`src/assert_macros.svh`:
```
// Assertion macros shared by the RTL of the process window table.
`ifndef ASSERT_MACROS_SVH
`define ASSERT_MACROS_SVH

// Checks a condition at every clock edge outside reset.
`define ASSERT_ALWAYS(label, clk, rst_n, cond) \
	label: assert property (@(posedge clk) disable iff (!(rst_n)) (cond)) \
		else $error("assertion failed: condition does not hold");

// Checks that a condition implies another one in the same cycle.
`define ASSERT_IMPLIES(label, clk, rst_n, ante, cons) \
	label: assert property (@(posedge clk) disable iff (!(rst_n)) (ante) |-> (cons)) \
		else $error("assertion failed: implication does not hold");

// Checks that a condition implies another one in the next cycle.
`define ASSERT_NEXT(label, clk, rst_n, ante, cons) \
	label: assert property (@(posedge clk) disable iff (!(rst_n)) (ante) |=> (cons)) \
		else $error("assertion failed: next-cycle implication does not hold");

`endif

```
`src/pmb_ram.sv`:
```
// Generic single-write, single-read RAM with a registered read port.
`timescale 1ns / 1ps

module pmb_ram #(
	parameter int WIDTH = 8,
	parameter int DEPTH = 16,
	parameter int AW = (DEPTH > 1) ? $clog2(DEPTH) : 1
) (
	input  logic             clk,
	input  logic             we,
	input  logic [AW-1:0]    waddr,
	input  logic [WIDTH-1:0] wdata,
	input  logic [AW-1:0]    raddr,
	output logic [WIDTH-1:0] rdata
);

	logic [WIDTH-1:0] mem_q [DEPTH];
	logic [WIDTH-1:0] rdata_q;

	always_ff @(posedge clk) begin
		if (we) begin
			mem_q[waddr] <= wdata;
		end
		rdata_q <= mem_q[raddr];
	end

	assign rdata = rdata_q;

endmodule

```
`config.mk`:
```
export PLATFORM = sky130hd
export DESIGN_NAME = pmb_ram
export DESIGN_NICKNAME = d
export VERILOG_FILES = /design/src/assert_macros.svh /design/src/pmb_ram.sv
export SDC_FILE = /design/constraint.sdc
export NUM_CORES = 1
export LEC_CHECK = 0
export BUFFER_PORTS_ARGS = -buffer_cell sky130_fd_sc_hd__buf_2
export CAP_MARGIN = 20
export CORE_MARGIN = 8
export CORE_UTILIZATION = 48
export DETAILED_ROUTE_END_ITERATION = 12
export SYNTH_ARGS = -nofsm -noshare
export SYNTH_HDL_FRONTEND = slang
export SYNTH_SLANG_ARGS = --single-unit
```
`constraint.sdc`:
```
create_clock -name clk -period 3.1 [get_ports clk]
set_input_delay 0.31 -clock clk [delete_from_list [all_inputs] [get_ports clk]]
set_output_delay 0.31 -clock clk [all_outputs]
set_load 0.005 [all_outputs]
```
# After elaboration in Yosys (flattened, before gate mapping)
# Memories as Yosys holds them, arrays and structs flattened. A register that Yosys moved wholly into a read port is not among the register bits.
# Index checks and enable logic that the tools add are counted.
word_totals:
  reg_bits: 0
  ram_bits: 128
  inputBits: 18
  output_inout_bits: 8
  wordCells: 3
  mem_count: 1
memory_table:
  columns: ["memory", "depth", "word_bits", "read_ports", "rd_clocked_by_memory_dff", "wr", "line_no", "rtl"]
  rows:
  - ["mem_q", 16, 8, 1, 1, 1, "pmb_ram.sv:17", "logic [WIDTH-1:0] mem_q [DEPTH];"]
op_classes:
  muxes: 2
ops:
  columns: ["cell", "n"]
  rows:
  - ["$mux W1", 2]

# Longest topological paths before layout
# Gate-level depths: netlist (run 1).
logic_depth:
  depth_word: 2
  ltp_mapped: 5
  ltp_nobuf: 3

# Worst setup path after synthesis (run 1)
# No wires, ideal clock.
synth_timing:
  path_kind: "input to register"
  from: "input port waddr[2]"
  to: "memory mem_q[0][0], enable pin"
  setup_ns: 0.383
  arrival_time_ns: 1.420
  required_time_ns: 2.717
  slack_ns: 1.297
  stages: 2
  n_path_buf: 0
  cell_sequence: "or3b_2 nor3_1"
synth_rtl:
  columns: ["element", "line_no", "rtl"]
  rows:
  - ["from (decl)", "pmb_ram.sv:11", "input logic [AW-1:0] waddr,"]
  - ["to (decl)", "pmb_ram.sv:17", null]
# Straight into the memory's write port.

==> results of run 1 <==
-- path summary, 6_finish.rpt --
path,start,slack (ps),to,cells after the start
worst max-delay path,raddr[0],1550,rdata[1],5
worst min-delay path,wdata[7],170,mem_q[10][7],1
worst max register to register,mem_q[2][1],1700,rdata[1],3
worst min register to register,mem_q[8][3],680,rdata[3],3
-- layout by cell type, fill, tap and decap left out, types with 2 or more instances in the layout --
| cell | n |
|---|---|
| edfxtp_1 | 128 |
| buf_2 | 25 |
| mux4_2 | 18 |
| a22oi_1 | 16 |
| clkbuf_16 | 16 |
| mux4_1 | 14 |
| nor2_1 | 13 |
| nand2_1 | 9 |
| dfxtp_1 | 8 |
| buf_4 | 6 |
| clkbuf_8 | 5 |
| nor3_1 | 4 |
| clkinvlp_4 | 3 |
| clkbuf_1 | 3 |
| nand3b_1 | 2 |
| nand2b_1 | 2 |
| bufinv_16 | 2 |
| clkinv_2 | 2 |
-- metrics by stage --
stage / setup slack, ps / power [uW]
after floorplan: 1300 / 2210
after global placement: 1010 / 2280
after detailed placement: 947 / 2290
after CTS: 1540 / 4200
after global routing: 1400 / 4300
final: 1550 / 4180
-- cell families after synthesis --
group                  Yosys count
buffers and inverters           10
AND/OR/NAND/NOR                 35
flip-flops                     136
AO/OA/AOI/OAI                   16
multiplexers                    32
-- routing by layer --
metal  up-vias  global-route usage (%)  share of wire, %
met3        13                    5.40               5.0
li1       1055                       -                 -
met4         0                    6.09               1.5
met2        50                    22.2                48
met5         -                       0                 0
met1      1251                    17.5                45
-- flip-flops by register name, summed over array words and instances (netlist names) --
register	flops
mem_q	128
rdata	8
-- power groups by stage --
stage               sequential [uW]  combinational [uW]  clock, uW
floorplan                      2100                 104          0
global placement               2100                 178          0
detailed placement             2110                 182          0
CTS                            2070                 182       1950
global route                   2070                 195       2040
finish                         2070                 178       1930
-- layout make-up --
type / instances / area share (%)
Multi-Input combinational cell: 83 / 17.7
Tap cell: 140 / 2.93
Sequential cell: 136 / 66.9
Timing Repair Buffer: 31 / 2.84
Clock buffer: 24 / 8.03
Clock inverter: 8 / 1.61
==> summary.md, run 1 <==
| Metric | Value |
|---|---|
| Reg area | 4000 um^2 |
| Unrepaired setup endpoints after global routing | false |
| Die Width | 120 um |
| Slowest stage cell, crit path | mux4_1 |
| Psw | 820 uW |
| Peak supply drop | approximately 0.38 mV |
| CP Buf/Inv Count | 2 |
| Vias | 2,369 |
| Slew Limit Headroom | between 30% and 40% |
| Initial Utilization | roughly 48% |
| Mux cell area share after synthesis | 15.0% |
| Post-synth ARST share | 0% |
| Final setup violation count | 0 |
| Largest family of logic cells by synthesized area | multiplexers |
| Share of cells above drive strength 1 | 27.7% |
| DRC Markers | 0 |
| Top post-synthesis cells by count | 128 x edfxtp_1, 18 x mux4_2, 16 x a22oi_1 |
| Antenna cells | 0 |
| Die height | 120 um |
| Combinational power share | 4.3% |
| Clock group share of total power | 46.2% |
| Initial DRC Count | 185 |
| Tcrit/Tclk final | approximately half |
| Critical Path Max Stage Delay | 570 ps |
| Fin cells | 422 |
| Post-synth EDFFs | 128 |
| Port Buf Inserts | 25 |
| Die area | 14,300 um^2 |
| Synthesized net count | roughly 250 |
| Routed Antenna Nets | 0 |
| Pin count of the biggest net entering global routing | 33 |
| Mapped Avg Cell Area | 22.5 um^2 |
| Grt total ovfl | 0 |
| Post-CTS Hold Buffers | 0 |
| Core Area | 10,700 um^2 |
| Fillers | 836 |
| Clk buf depth | 2 |
| Most numerous cell in the Yosys netlist | edfxtp_1 |
| Clock Skew | 4.84 ps |
| # Post-CTS Setup Buffers | 0 |
| CTS tree | built |
| Num CTS Buffers | 17 |
| Top post-synthesis cells by area | edfxtp_1 75%, mux4_2 7.9%, mux4_1 7.1% |
| Fmax | 644 MHz |
| Final min period | 1550 ps |
| Clk_lat worst skew | 520 ps |
| Gpl congestion | 0.685 |
| Fin util | 56.2% |
| Most used DFF post-synth | edfxtp_1 |
| Lkg Pwr | 0.00200 uW |
| Switching power share of the total | 19.6% |
| Initial antenna violation count | 0 |
| First-pass GRT wire length | between 10 and 15 mm |
| CP delay by family, top | buffers and inverters |
| Vias/cell | 5.61 |
| Final Hold Vio Count | 0 |
| Final Max Slew Viols | 0 |
| Synth unique cells | 19 |
| Cell taking the most area after synthesis | edfxtp_1 |
| Status | complete, no violations |
| Area occupied by multi-input gates | ~1100 um^2 |
| Sink Count | approximately 140 |
| Worst-margin pin slew | approximately 970 ps |
| Crit Path Category | input port to register |
| Synth Area in Simple Gates | roughly 3.2% |
| CTS H-tree depth | 4 |
| Post-Synth Adder-Cell Area | 0% |
| Layout area overhead | 16.2% |
| Total Nets Final | about 290 |
| IO Count | 26 |
| Clk root buf | clkbuf_8 |
| CP Max Fanout | 18 |
| Critical Path Start Type | input port |
| Vias in the first global route | 2,474 |
| CP required | 3500 ps |
| Post-Synth XOR/XNOR Area | 0% |
| Inst Count DP | 390 |
| Ys Warns | 0 |
| #FFs+latches synth | 136 |
| Clock-pin slew on the worst setup and hold paths | roughly 60 ps |
| Worst min path class | input port to register |
| Tot GR Track Use | 14.2% |
| Sequential share of power | 49.5% |
| Internal | 3360 uW |
| Area fraction of the dominant cell type after synthesis | 74.7% |
| Seq/Total Area, Yosys | 77.8% |
| Synthesized instance count | 229 |
| Critical-path cell list | buf_2 > buf_4 > mux4_1 > a22oi_1 > nand2_1 |
| Post-cts gate resize count | 0 |
| WP data arrival | 1960 ps |
| Detailed placer's ending HPWL | approximately 6.0 mm |
| Cell area after layout | 5980 um^2 |
| Wire length per cell | 22.7 um |
| Detailed Route WL | approximately 9.6 mm |
| Number of cell rows | 38 |
| Worst Setup End Kind | register |
| Setup TNS | 0 ps |
| Drt pass-1 iters | 4 |
| Max_cap viols | 0 |
| Hold slack | 173 ps |
| Power density over the cells | 698 nW/um^2 |
| Synth Cell Area | 5150 um^2 |
| Placed cell areas | 5410 um^2 |
| Synth Area in Compound Gates | 2.33% |
(Power assumes the default switching activity.)
==> run 2: changes to the inputs <==
Settings changed: ABC_AREA set to 1, PLACE_DENSITY set to 0.67.
Clock period 3.1 ns to 1.3 ns, I/O delays scaled along.
==> run 2 against run 1 <==
Net effect: global-route usage grew 2.8 points; sequential power grew 140%; highest routed layer unchanged; combinational power rose to 3.4 times the previous value; worst hold slack worse by 69 ps; largest cell class unchanged; routed wire length up 33%.
==> summary.md, run 2 <==
| Metric | Value |
|---|---|
| Initial antenna violation count | 0 (unchanged) |
| Vias/cell | 5.10 (was 5.61) |
| Ys Warns | 0 (unchanged) |
| Tcrit/Tclk final | 79.7% |
| Most numerous cell in the Yosys netlist | nand2_1 (was edfxtp_1) |
| Met2 GRT Util | 29.2% (was 22.2%) |
| Unrepaired setup endpoints after global routing | false (unchanged) |
| Worst Hold Launch | raddr[3] (was wdata[7]) |
| CP Buf/Inv Count | 1 (was 2) |
| Crit Path Category | register to output pin (was input port to register) |
| Routed Antenna Nets | 0 (unchanged) |
| Final Hold Vio Count | 0 (unchanged) |
| Power density over the cells | 1470 nW/um^2 (was 698 nW/um^2) |
| Top post-synthesis cells by area | edfxtp_1 67%, nand2_1 11%, nand3_1 8.4% (was edfxtp_1 75%, mux4_2 7.9%, mux4_1 7.1%) |
| Critical Path Start Type | register (was input port) |
| Final setup violation count | 0 (unchanged) |
| Initial Utilization | 48.6% (was 48.3%) |
| Psw | 2090 uW (was 820 uW) |
| First-pass GRT wire length | 20.5 mm (was 14.5 mm) |
| Area fraction of the dominant cell type after synthesis | 66.7% (was 74.7%) |
| Placed cell areas | 6190 um^2 (was 5410 um^2) |
| Gpl congestion | 0.860 (was 0.685) |
| Seq/Total Area, Yosys | 69.4% (was 77.8%) |
| Clk root buf | clkbuf_16 (was clkbuf_8) |
| Commonest non-fill, non-tap cell in the layout | nand2_1 (was edfxtp_1) |
| Slew Limit Headroom | 75.8% (was 34.8%) |
| Most frequent cells in the layout | 173 x nand2_1, 128 x edfxtp_1, 100 x inv_1 (was 128 x edfxtp_1, 25 x buf_2, 18 x mux4_2) |
| Switching power share of the total | 21.3% (was 19.6%) |
| Clk buf depth | 2 (unchanged) |
| CTS H-tree depth | 4 (unchanged) |
| CP Max Fanout | 1 (was 18) |
| IO Count | 26 (unchanged) |
| Lkg Pwr | 0.00295 uW (was 0.00200 uW) |
| Area occupied by multi-input gates | 1210 um^2 (was 1060 um^2) |
| Cell area after layout | 6720 um^2 (was 5980 um^2) |
| Vias in the first global route | 3,972 (was 2,474) |
| Most used DFF post-synth | edfxtp_1 (unchanged) |
| Post-CTS Hold Buffers | 0 (unchanged) |
| GR Util met3 | 3.33% (was 5.40%) |
| Cell taking the most area after synthesis | edfxtp_1 (unchanged) |
| Clk_lat worst skew | 400 ps (was 520 ps) |
| Die height | 126 um (was 120 um) |
| Sequential share of power | 50.1% (was 49.5%) |
| Share of cells above drive strength 1 | 13.7% (was 27.7%) |
| Detailed placer's ending HPWL | 7.93 mm (was 6.04 mm) |
| Die area | 15,800 um^2 (was 14,300 um^2) |
| Worst-margin pin slew | 363 ps (was 974 ps) |
| Initial DRC Count | 346 (was 185) |
| Synth Cell Area | 5770 um^2 (was 5150 um^2) |
| CP delay by family, top | flip-flops (was buffers and inverters) |
| Mapped Avg Cell Area | 10.5 um^2 (was 22.5 um^2) |
| Core Area | 11,900 um^2 (was 10,700 um^2) |
| Post-synth EDFFs | 128 (unchanged) |
| CTS tree | built (unchanged) |
| Peak supply drop | 0.795 mV (was 0.384 mV) |
| Status | complete, no violations (unchanged) |
| Setup TNS | 0 ps (unchanged) |
| Synth unique cells | 12 (was 19) |
| Max_cap viols | 0 (unchanged) |
| Clock-pin slew on the worst setup and hold paths | 60 ps (about the same) |
| # Post-CTS Setup Buffers | 0 (unchanged) |
| DRC Markers | 0 (unchanged) |
| Port Buf Inserts | 25 (unchanged) |
| Worst min path class | input port to register (unchanged) |
| Largest reg by FF count | mem_q (unchanged) |
| Wire length per cell | 16.8 um (was 22.7 um) |
| Internal | 7760 uW (was 3360 uW) |
| Synthesized instance count | 551 (was 229) |
| Reg area | 4000 um^2 (unchanged) |
| Fillers | 959 (was 836) |
| Clock Skew | 6.32 ps (was 4.84 ps) |
| Synthesized net count | 569 (was 247) |
| Critical-path cell list | buf_2 (was buf_2 > buf_4 > mux4_1 > a22oi_1 > nand2_1) |
| Vias | 3,878 (was 2,369) |
| Launch point of the worst path | rdata[6] (was raddr[0]) |
| Post-cts gate resize count | 0 (unchanged) |
| CP required | 1170 ps (was 3500 ps) |
| Tot GR Track Use | 17.0% (was 14.2%) |
| Grt total ovfl | 0 (unchanged) |
| Final min period | roughly 1000 ps |
| Num CTS Buffers | 17 (unchanged) |
| #FFs+latches synth | 136 (unchanged) |
| Number of cell rows | 40 (was 38) |
| Combinational power share | 6.2% (was 4.3%) |
| Gr busiest metal | met2 (unchanged) |
| Detailed Route WL | 12.8 mm (was 9.59 mm) |
| Worst Setup End Kind | output pin (was register) |
| Sink Count | 136 (unchanged) |
| Critical R2R Launch | mem_q[6][5] (was mem_q[2][1]) |
| Post-synth ARST share | 0% (unchanged) |
| Max FFs per register | 128 (unchanged) |
| Total Nets Final | 618 (was 287) |
| Slowest stage cell, crit path | dfxtp_1 (was mux4_1) |
| Clock group share of total power | 43.7% (was 46.2%) |
| Critical Path Max Stage Delay | 360 ps (was 570 ps) |
| Antenna cells | 0 (unchanged) |
| Drt pass-1 iters | 5 (was 4) |
| Layout area overhead | 16.6% (was 16.2%) |
| Die Width | 126 um (was 120 um) |
| Top post-synthesis cells by count | 173 x nand2_1, 128 x edfxtp_1, 100 x inv_1 (was 128 x edfxtp_1, 18 x mux4_2, 16 x a22oi_1) |
| Final Max Slew Viols | 0 (unchanged) |
| WP data arrival | 910 ps (was 1960 ps) |
| Pin count of the biggest net entering global routing | 65 (was 33) |
| Fmax | 965 MHz |
| Met1 layer usage reported by global route | 20.2% (was 17.5%) |
## run 2: changes by cell type in the layout (fill, tap and decap cells not counted), moves of 5 or more
cell      delta
nand3_1     +96
clkinv_2     +5
mux4_2      -18
inv_1      +100
mux4_1      -14
buf_4       +18
a22oi_1     -16
buf_12       +5
nand2_1    +164
## run 2: stage by stage
stage / setup slack [ps] / util [%] / power, uW / hold WS, ps / instances
final: 264 / 56.7 / 9850 / 104 / 760
after CTS: 268 / 56.7 / 9900 / 92.3 / 760
after detailed placement: 119 / 52.2 / 5630 / 509 / 728
after floorplan: 219 / - / 5370 / 229 / 551
after global placement: 155 / 52.2 / 5620 / 510 / 728
after global routing: 194 / 56.7 / 10200 / 112 / 760
## run 2: cell type report
cell class                      count  area share, %
Clock inverter                     10           1.19
Inverter                          102           5.69
Clock buffer                       22           6.75
Multi-Input combinational cell    289           18.0
Sequential cell                   136           59.5
Tap cell                          147           2.74
Timing Repair Buffer               54           6.03
## run 2: worst paths after layout
| kind | depth (start not counted) | to | slack [ps] |
|---|---|---|---|
| worst max register to register | 6 | rdata[5] | 300 |
| worst min register to register | 6 | rdata[4] | 670 |
| worst min-delay path | 3 | rdata[0] | 100 |
| worst max-delay path | 1 | rdata[6] | 260 |
## run 2: cell families after synthesis
kind of cell | share of synthesized area, %
buffers and inverters | 9.52
flip-flops | 69.4
AND/OR/NAND/NOR | 21.0
## run 2: power by group through the flow
stage / clock (uW) / sequential (uW) / combinational [uW]
final: 4310 / 4940 / 609
after global routing: 4530 / 4940 / 682
after CTS: 4350 / 4940 / 614
after detailed placement: 0 / 5020 / 607
after global placement: 0 / 5020 / 597
after floorplan: 0 / 5020 / 346
## run 2: layer usage
layer | wire length, um | vias to the layer above
met2 | 6340 | 140
met4 | 350 | 0
met5 | 0 | -
met1 | 5370 | 1849
li1 | - | 1866
met3 | 702 | 23
==> run 3: changes to the inputs <==
Clock period 1.3 ns to 0.9 ns, I/O delays scaled along.
==> run 3 against run 2 <==
Net effect: the run now ends with setup timing left; combinational power rose by 72%; via count rose by 2.0%; global-route usage rose by 0.52 points; clock skew fell by 2.2 ps; sequential share of layout area fell by 3.4 points; critical path depth rose by 5; first-iteration DRC count fell by 19%; setup slack got worse by 330 ps; final area rose by 6.2%; die area did not move; critical path type is now register to register; critical endpoint is now rdata[4].
==> summary.md, run 3 (synthesis results as in run 2) <==
| Metric | Value |
|---|---|
| Clock-pin slew on the worst setup and hold paths | 50 ps (was 60 ps) |
| Die area | 15,800 um^2 (unchanged) |
| Inst Count DP | 733 (was 728) |
| Slowest stage cell, crit path | edfxtp_1 (was dfxtp_1) |
| Initial DRC Count | 279 (was 346) |
| Core Area | 11,900 um^2 (unchanged) |
| WP data arrival | 1270 ps (was 910 ps) |
| Final Max Slew Viols | 0 (unchanged) |
| Tot GR Track Use | 17.6% (was 17.0%) |
| Clock Skew | 4.13 ps (was 6.32 ps) |
| Unrepaired setup endpoints after global routing | true (was false) |
| CP Max Fanout | 1 (unchanged) |
| Detailed placer's ending HPWL | 8.31 mm (was 7.93 mm) |
| Antenna cells | 0 (unchanged) |
| Max FFs per register | 128 (unchanged) |
| CP delay by family, top | simple AND/OR/NAND/NOR gates (was flip-flops) |
| Fmax | 1030 MHz |
| Largest reg by FF count | mem_q (unchanged) |
| Final min period | 968 ps |
| Peak supply drop | 1.38 mV (was 0.795 mV) |
| Lkg Pwr | 0.00312 uW (was 0.00295 uW) |
| Setup WS post-layout | -68.4 ps (was 264 ps) |
| Worst Hold Launch | wdata[3] (was raddr[3]) |
| Initial antenna violation count | 0 (unchanged) |
| Grt total ovfl | 0 (unchanged) |
| IO Count | 26 (unchanged) |
| CTS H-tree depth | 4 (unchanged) |
| Pin count of the biggest net entering global routing | 45 (was 65) |
| Hold path depth | 1 (was 3) |
| Most frequent cells in the layout | 167 x nand2_1, 128 x edfxtp_1, 100 x inv_1 (was 173 x nand2_1, 128 x edfxtp_1, 100 x inv_1) |
| Vias in the first global route | 3,959 (was 3,972) |
| Final Hold Vio Count | 0 (unchanged) |
| R2R depth | 6 (unchanged) |
| Failing checks | setup timing |
| Number of cell rows | 40 (unchanged) |
| Clk_lat worst skew | 400 ps (about the same) |
| CP Buf/Inv Count | 1 (unchanged) |
| Tcrit/Tclk final | 108% |
| Worst reg2reg path endpoint | rdata[4] (was rdata[5]) |
| Worst min path class | input port to register (unchanged) |
| Hold slack | 103 ps (was 104 ps) |
| First-pass GRT wire length | 21.0 mm (was 20.5 mm) |
| R2R Setup Slk | -70 ps (was 300 ps) |
| Wire length per cell | 17.1 um (was 16.8 um) |
| Worst Hold Path EP | mem_q[0][3] (was rdata[0]) |
| Vias/cell | 5.17 (was 5.10) |
| Detailed Route WL | 13.1 mm (was 12.8 mm) |
| Critical-path cell list | inv_1 > nand2_1 > nand3_2 > nand3_2 > nand3_2 > nand2_1 (was buf_2) |
| Critical Path Start Type | register (unchanged) |
| Die Width | 126 um (unchanged) |
| Final setup violation count | 12 (was 0) |
| Power density over the cells | 2090 nW/um^2 (was 1470 nW/um^2) |
| Share of cells above drive strength 1 | 25.4% (was 13.7%) |
| Die height | 126 um (unchanged) |
| Clk buf depth | 2 (unchanged) |
| CP required | 1200 ps (was 1170 ps) |
| CTS tree | built (unchanged) |
| Launch point of the worst path | mem_q[10][4] (was rdata[6]) |
| Initial Utilization | 48.6% (unchanged) |
| Sink Count | 136 (unchanged) |
| DRC Markers | 0 (unchanged) |
| Most frequent CP cell | nand3_2 |
| Worst-margin pin slew | 413 ps (was 363 ps) |
| Fin util | 60.2% (was 56.7%) |
| Critical Path Max Stage Delay | 360 ps (about the same) |
| Vias | 3,957 (was 3,878) |
| Worst Setup End Kind | register (was output pin) |
| Status | finished, violations left (was complete, no violations) |
| Routed Antenna Nets | 0 (unchanged) |
| Layout area overhead | 23.9% (was 16.6%) |
| Commonest non-fill, non-tap cell in the layout | nand2_1 (unchanged) |
| Critical R2R Launch | mem_q[10][4] (was mem_q[6][5]) |
| Total Nets Final | 623 (was 618) |
| Max_cap viols | 0 (unchanged) |
| Gpl congestion | 0.841 (was 0.860) |
| Crit Path Category | register to register (was register to output pin) |
| Fin cells | 765 (was 760) |
| Port Buf Inserts | 25 (unchanged) |
| Drt pass-1 iters | 8 (was 5) |
| Num CTS Buffers | 17 (unchanged) |
| Clk root buf | clkbuf_16 (unchanged) |
| Slew Limit Headroom | 72.4% (was 75.8%) |
## run 3: what timing repair did
item,4_1_cts,5_1_grt
resized for setup,41,19
endpoints found under the setup margin,16,16
pin swaps,24,14
setup buffers,0,0
hold buffers,0,0
## run 3: area by class of cell
type / count / area [um^2]
flip-flops and latches: 136 / 4010
multi-input cells: 289 / 1500
clock inverters: 9 / 97.6
clock buffers: 23 / 488
inverters: 102 / 383
fillers: 930 / 4720
repair buffers: 59 / 487
well taps: 147 / 184
## run 3: how the worst max path moves through the flow
stage	end	slack, ps	depth (start not counted)
finish	rdata[4]	-70	6
global route	rdata[4]	-120	6
CTS	rdata[4]	-70	1
detailed placement	mem_q[2][6]	-270	5
global placement	rdata[7]	-240	8
floorplan	mem_q[0][0]	-120	3
## run 3: routing by layer
metal | vias to the layer above | wire length [um] | track usage [%]
met5 | - | 0 | 0
met4 | 0 | 346 | 8.02
met3 | 24 | 559 | 3.92
met2 | 122 | 6690 | 30.0
met1 | 1926 | 5500 | 20.8
li1 | 1885 | - | -
## run 3: stage by stage
step | power (uW) | TNS, ps | setup slack [ps] | area, um^2
final | 14900 | -369 | -68.4 | 7140
after global routing | 15400 | -1100 | -118 | 7140
after CTS | 15000 | -424 | -72.0 | 7060
after detailed placement | 8190 | -28900 | -268 | 6280
after global placement | 8180 | -26200 | -244 | 6280
after floorplan | 7760 | -11030 | -119 | 5790
## run 3: power breakdown
group	leakage (uW)	switching (uW)	internal, uW
Sequential	0.00122	46.6	7090
Combinational	0.00160	689	366
Clock	0.000292	2390	4340
